## config.mk

```make
export PLATFORM = sky130hd
export DESIGN_NAME = cle_ctrl
export DESIGN_NICKNAME = d
export VERILOG_FILES = /design/src/rtl/cle_pkg.sv /design/src/rtl/cle_ctrl.sv
export SDC_FILE = /design/constraint.sdc
export NUM_CORES = 1
export LEC_CHECK = 0
export ABC_CLOCK_PERIOD_IN_PS = 3400
export BUFFER_PORTS_ARGS = -buffer_cell sky130_fd_sc_hd__buf_4
export CORE_MARGIN = 2
export CORE_UTILIZATION = 50
export CTS_CLUSTER_SIZE = 20
export DETAILED_ROUTE_END_ITERATION = 16
export GPL_ROUTABILITY_DRIVEN = 0
export PLACE_DENSITY_LB_ADDON = 0.3
export SLEW_MARGIN = 10
export SYNTH_ARGS = -nofsm -noshare
export SYNTH_HDL_FRONTEND = slang
export SYNTH_SLANG_ARGS = --single-unit
```

## constraint.sdc

```tcl
create_clock -name clock -period 3.4 [get_ports clock]
set_input_delay 0.68 -clock clock [delete_from_list [all_inputs] [get_ports clock]]
set_output_delay 0.68 -clock clock [all_outputs]
set_load 0.005 [all_outputs]
```

## src/rtl/cle_pkg.sv

```systemverilog
// cle_pkg: shared widths, request/status codes, state and command types for
// the convolution-layer engine. No dependencies; compiled first.

package cle_pkg;

   // Field widths, fixed by the request/response formats
   localparam int TYPE_W   = 2;
   localparam int ADDR_W   = 14;
   localparam int WORD_W   = 16;
   localparam int MAP_W    = 4;
   localparam int ROW_W    = 5;
   localparam int COL_W    = 5;
   localparam int STRIDE_W = 3;
   localparam int SCALED_W = STRIDE_W + ROW_W;

   // Request kinds
   localparam logic [TYPE_W-1:0] REQ_LOAD_PIXEL  = 2'd0;
   localparam logic [TYPE_W-1:0] REQ_LOAD_WEIGHT = 2'd1;
   localparam logic [TYPE_W-1:0] REQ_COMPUTE     = 2'd2;

   // Response status
   localparam logic STATUS_OK    = 1'b0;
   localparam logic STATUS_RANGE = 1'b1;

   // Stride register limits and reset
   localparam logic [STRIDE_W-1:0] STRIDE_MIN   = 3'd1;
   localparam logic [STRIDE_W-1:0] STRIDE_MAX   = 3'd4;
   localparam logic [STRIDE_W-1:0] STRIDE_RESET = 3'd1;

   typedef enum logic [2:0] {
      ST_IDLE,
      ST_SETUP,
      ST_BASE,
      ST_RUN,
      ST_DRAIN,
      ST_FINISH
   } state_type;

   // How the input pointer moves after a tap
   typedef enum logic [1:0] {
      STEP_NEXT_COL,
      STEP_NEXT_ROW,
      STEP_NEXT_CHAN
   } step_type;

   typedef struct packed {
      logic     load_pixel;
      logic     load_weight;
      logic     capture;
      logic     setup;
      logic     base;
      logic     issue;
      step_type step;
      logic     finish;
   } cmd_type;

   typedef struct packed {
      logic range_ok;
      logic pipe_busy;
      logic out_free;
   } stat_type;

endpackage

```

## src/rtl/cle_ctrl.sv

```systemverilog
// cle_ctrl: sequencer for the convolution engine. Walks the kernel taps of a
// compute request and drives the datapath commands. Depends on cle_pkg.

module cle_ctrl #(
   parameter int IN_CHANNELS = 16,
   parameter int KERNEL      = 3
) (
   input  logic                        clock,
   input  logic                        reset,
   input  logic                        req_valid,
   input  logic [cle_pkg::TYPE_W-1:0]  req_type,
   output logic                        req_ready,
   input  cle_pkg::stat_type           stat,
   output cle_pkg::cmd_type            cmd
);

   localparam int TAPS  = IN_CHANNELS * KERNEL * KERNEL;
   localparam int K_W   = (KERNEL > 1) ? $clog2(KERNEL) : 1;
   localparam int TAP_W = (TAPS > 1) ? $clog2(TAPS) : 1;

   cle_pkg::state_type state_ff, state_in;
   logic [K_W-1:0]     kj_ff, kj_in;
   logic [K_W-1:0]     ki_ff, ki_in;
   logic [TAP_W-1:0]   tap_ff, tap_in;
   logic               accept;
   logic               kj_last;
   logic               ki_last;
   logic               tap_last;

   assign accept   = req_valid && req_ready;
   assign kj_last  = (kj_ff == K_W'(KERNEL - 1));
   assign ki_last  = (ki_ff == K_W'(KERNEL - 1));
   assign tap_last = (tap_ff == TAP_W'(TAPS - 1));

   // next state
   always_comb begin
      state_in = state_ff;
      unique case (state_ff)
         cle_pkg::ST_IDLE: begin
            if (accept && req_type == cle_pkg::REQ_COMPUTE) state_in = cle_pkg::ST_SETUP;
         end
         cle_pkg::ST_SETUP: begin
            state_in = stat.range_ok ? cle_pkg::ST_BASE : cle_pkg::ST_FINISH;
         end
         cle_pkg::ST_BASE: begin
            state_in = cle_pkg::ST_RUN;
         end
         cle_pkg::ST_RUN: begin
            if (tap_last) state_in = cle_pkg::ST_DRAIN;
         end
         cle_pkg::ST_DRAIN: begin
            if (!stat.pipe_busy) state_in = cle_pkg::ST_FINISH;
         end
         cle_pkg::ST_FINISH: begin
            if (stat.out_free) state_in = cle_pkg::ST_IDLE;
         end
         default: state_in = cle_pkg::ST_IDLE;
      endcase
   end

   // outputs
   always_comb begin
      req_ready       = 1'b0;
      cmd             = '0;
      cmd.step        = cle_pkg::STEP_NEXT_COL;
      unique case (state_ff)
         cle_pkg::ST_IDLE: begin
            req_ready       = 1'b1;
            cmd.load_pixel  = req_valid && (req_type == cle_pkg::REQ_LOAD_PIXEL);
            cmd.load_weight = req_valid && (req_type == cle_pkg::REQ_LOAD_WEIGHT);
            cmd.capture     = req_valid && (req_type == cle_pkg::REQ_COMPUTE);
         end
         cle_pkg::ST_SETUP: begin
            cmd.setup = 1'b1;
         end
         cle_pkg::ST_BASE: begin
            cmd.base = 1'b1;
         end
         cle_pkg::ST_RUN: begin
            cmd.issue = 1'b1;
            if (!kj_last) cmd.step = cle_pkg::STEP_NEXT_COL;
            else if (!ki_last) cmd.step = cle_pkg::STEP_NEXT_ROW;
            else cmd.step = cle_pkg::STEP_NEXT_CHAN;
         end
         cle_pkg::ST_DRAIN: begin
         end
         cle_pkg::ST_FINISH: begin
            cmd.finish = stat.out_free;
         end
         default: begin
         end
      endcase
   end

   // tap counters
   always_comb begin
      kj_in  = kj_ff;
      ki_in  = ki_ff;
      tap_in = tap_ff;
      if (state_ff == cle_pkg::ST_BASE) begin
         kj_in  = '0;
         ki_in  = '0;
         tap_in = '0;
      end else if (state_ff == cle_pkg::ST_RUN) begin
         tap_in = tap_ff + TAP_W'(1);
         if (kj_last) begin
            kj_in = '0;
            ki_in = ki_last ? '0 : ki_ff + K_W'(1);
         end else begin
            kj_in = kj_ff + K_W'(1);
         end
      end
   end

   always_ff @(posedge clock) begin
      if (reset) begin
         state_ff <= cle_pkg::ST_IDLE;
         kj_ff    <= '0;
         ki_ff    <= '0;
         tap_ff   <= '0;
      end else begin
         state_ff <= state_in;
         kj_ff    <= kj_in;
         ki_ff    <= ki_in;
         tap_ff   <= tap_in;
      end
   end

endmodule

```

==> impl_metrics.env <==
export IMPL_status="complete, no violations"
export IMPL_dp_hpwl_mm=1.26
export IMPL_boundaryPins=18
export IMPL_yosys_warnings=0
export IMPL_ys_seq_area_share_pct=35.9
export IMPL_hold_path_class="reg -> reg"
export IMPL_core_um2=1540
export IMPL_nFillCells=137
export IMPL_synth_edf_count=0
export IMPL_total_power_mw=0.530
export IMPL_htreeDepth=1
export IMPL_rsz0062_at_grt="false"
export IMPL_powerDensity_nw_per_um2=547
export IMPL_final_layout_size_suffix_gt1_share_pct=25.2
export IMPL_p_leak_nw=0.422
export IMPL_crit_type="reg -> out"
export IMPL_wl_per_cell_um=12.7
export IMPL_multiInputGateArea_um2=467
export IMPL_cts_root_buf="clkbuf_4"
export IMPL_drv_slew=0
export IMPL_grt_overflow=0
export IMPL_cts_buffer_depth=2
export IMPL_ys_ff_latch=15
export IMPL_clk_pin_slew_ns=0.10
export IMPL_power_frac_clock_pct=19.1
export IMPL_power_switching_mw=0.199
export IMPL_grt_pass1_vias=644
export IMPL_port_buffers=17
export IMPL_fmax_mhz=434
export IMPL_maxSlewHeadroom_pct=73.5
export IMPL_seqPwrFrac_pct=45.1
export IMPL_worst_slew_pin_slew_ns=0.398
export IMPL_cp_startpoint="state_ff[1]"
export IMPL_rows=14
export IMPL_regToRegStartpoint="state_ff[1]"
export IMPL_firstDrtPassIters=4
export IMPL_clock_sinks=15
export IMPL_r2r_cells=4
export IMPL_dieWidth_um=44.9
export IMPL_postCtsSetupRepairBufs=0
export IMPL_netlist_instances=98
export IMPL_grt_pass1_wl_mm=2.71
export IMPL_routed_wl_mm=1.67
export IMPL_cts_made_buffers=3
export IMPL_num_vias=738
export IMPL_intPower_mw=0.331
export IMPL_async_flop_share_pct=0
export IMPL_period_minus_slack_ns=2.31
export IMPL_crit_path_end_kind="output port"
export IMPL_fin_tns_setup_ns=0
export IMPL_hold_buffers=0
export IMPL_initial_utilization_pct=54.2
export IMPL_drc=0
export IMPL_cts_resized=0
export IMPL_syn_nets=107
export IMPL_synth_ff_type="dfxtp_1"
export IMPL_synth_area_um2=836
export IMPL_num_antenna_cells=0
export IMPL_design_area_um2=970
export IMPL_r2r_slack_ns=1.84
export IMPL_dieArea_um2=2010
export IMPL_cts_tree="done"
export IMPL_fin_skew_ns=0.0156
export IMPL_sw_frac_of_total_pct=37.5
export IMPL_seq_area_um2=300
export IMPL_worst_hold_slack_ns=0.507
export IMPL_final_cell_mix="17 x buf_4, 15 x dfxtp_1, 13 x nor2_1"
export IMPL_avgSynthCellArea_um2=8.53
export IMPL_fin_crit_sh_pct=67.8
export IMPL_nets=125
export IMPL_final_common_cell="buf_4"
export IMPL_drtIter0Drc=31
export IMPL_cp_start_kind="flip-flop"
export IMPL_cp_max_fo=10
export IMPL_arrival_ns=1.63
export IMPL_maxCapViolCount=0
export IMPL_grt_antenna_before_repair=0
export IMPL_post_dp_cell_area_um2=942
export IMPL_cp_endpoint="cmd[2]"
export IMPL_grt_total_usage_pct=18.4
export IMPL_die_height_um=44.9
export IMPL_area_growth_pct=16.0
export IMPL_combPwrFrac_pct=35.8
export IMPL_reg2reg_to="kj_ff[0]"
export IMPL_antenna_left=0
export IMPL_peakVddDrop_uv=298
export IMPL_finalHoldViolCount=0
export IMPL_synth_cell_type_count=31
export IMPL_grt_max_degree=13
export IMPL_setup_viol=0
export IMPL_clkLatencyLatePin_ns=0.29
export IMPL_required_ns=2.72
export IMPL_via_per_inst=5.63
==> synthesized netlist by cell type (all sizes together) (2+ instances only) <==
cell type / instances / share of area (%)
nand4: 5 / 3.7
buf: 4 / 4.9
nand3b: 3 / 5.7
nor4: 2 / 1.5
nand2: 10 / 4.8
xor2: 3 / 3.1
inv: 6 / 3.3
a21oi: 9 / 5.8
nor3: 7 / 4.8
or3: 3 / 2.2
xnor2: 4 / 4.2
dfxtp: 15 / 36
nor2: 13 / 5.8
o2111ai: 3 / 3.1
==> per-layer routing <==
| layer | track usage [%] | share of wire, % | up-vias | routed length, µm |
|---|---|---|---|---|
| li1 | - | - | 384 | - |
| met1 | 22.0 | 44 | 337 | 731 |
| met2 | 30.4 | 52 | 17 | 868 |
| met3 | 7.20 | 3.9 | 0 | 65 |
| met4 | 5.29 | 0 | 0 | 0 |
| met5 | 0 | 0 | - | 0 |
==> worst max-delay path, cell delays in order (launching register included) <==
cell and delay (ns):
dfxtp_1 0.57, nand3b_4 0.19, inv_6 0.12, nand3b_4 0.10, nor3b_1 0.20, buf_4 0.14
==> final cells by class <==
type | count | area share [%]
clock buffer | 3 | 2.32
clock inverter | 1 | 0.516
tap | 16 | 2.06
timing repair buffer | 17 | 13.2
multi-input combinational | 73 | 48.1
sequential | 15 | 31.0
inverter | 6 | 2.84
==> metrics by stage <==
step | util, % | cells | worst slack, ns
2_1_floorplan | - | 98 | 1.65
3_3_place_gp | 61.1 | 127 | 1.40
3_5_place_dp | 61.1 | 127 | 1.41
4_1_cts | 62.9 | 131 | 1.09
5_1_grt | 62.9 | 131 | 0.955
6_report | 62.9 | 131 | 1.09
==> how the worst min path moves through the flow <==
stage | start | endpoint | slack, ns | depth (start not counted)
after detailed placement | ki_ff[1] | ki_ff[1] | 0.48 | 2
after floorplan | kj_ff[0] | kj_ff[1] | 0.46 | 2
after global placement | kj_ff[0] | kj_ff[1] | 0.48 | 2
after CTS | ki_ff[1] | ki_ff[1] | 0.51 | 2
final | ki_ff[1] | ki_ff[1] | 0.51 | 2
after global routing | ki_ff[0] | ki_ff[0] | 0.54 | 2
==> registers in the layout (all words and copies together) (netlist names) <==
| register | cells |
|---|---|
| kj_ff | 2 |
| state_ff | 3 |
| ki_ff | 2 |
| tap_ff | 8 |
==> kinds of logic after synthesis <==
family | after synthesis | share of synthesized area (%)
adders and majority gates | 1 | 1.50
DFF | 15 | 35.9
buffers and inverters | 10 | 8.23
AOI/OAI and AO/OA | 16 | 12.7
xor gates and xnor gates | 7 | 7.34
and+or+nand+nor | 49 | 34.3
==> power by group through the flow <==
| stage | registers, mW | logic [mW] | clock network (mW) |
|---|---|---|---|
| 2_1_floorplan | 0.209 | 0.180 | 0 |
| 3_3_place_gp | 0.241 | 0.184 | 0 |
| 3_5_place_dp | 0.242 | 0.189 | 0 |
| 4_1_cts | 0.238 | 0.190 | 0.104 |
| 5_1_grt | 0.244 | 0.206 | 0.111 |
| 6_report | 0.239 | 0.190 | 0.101 |
Note: power is estimated with default switching activity, not from simulation.
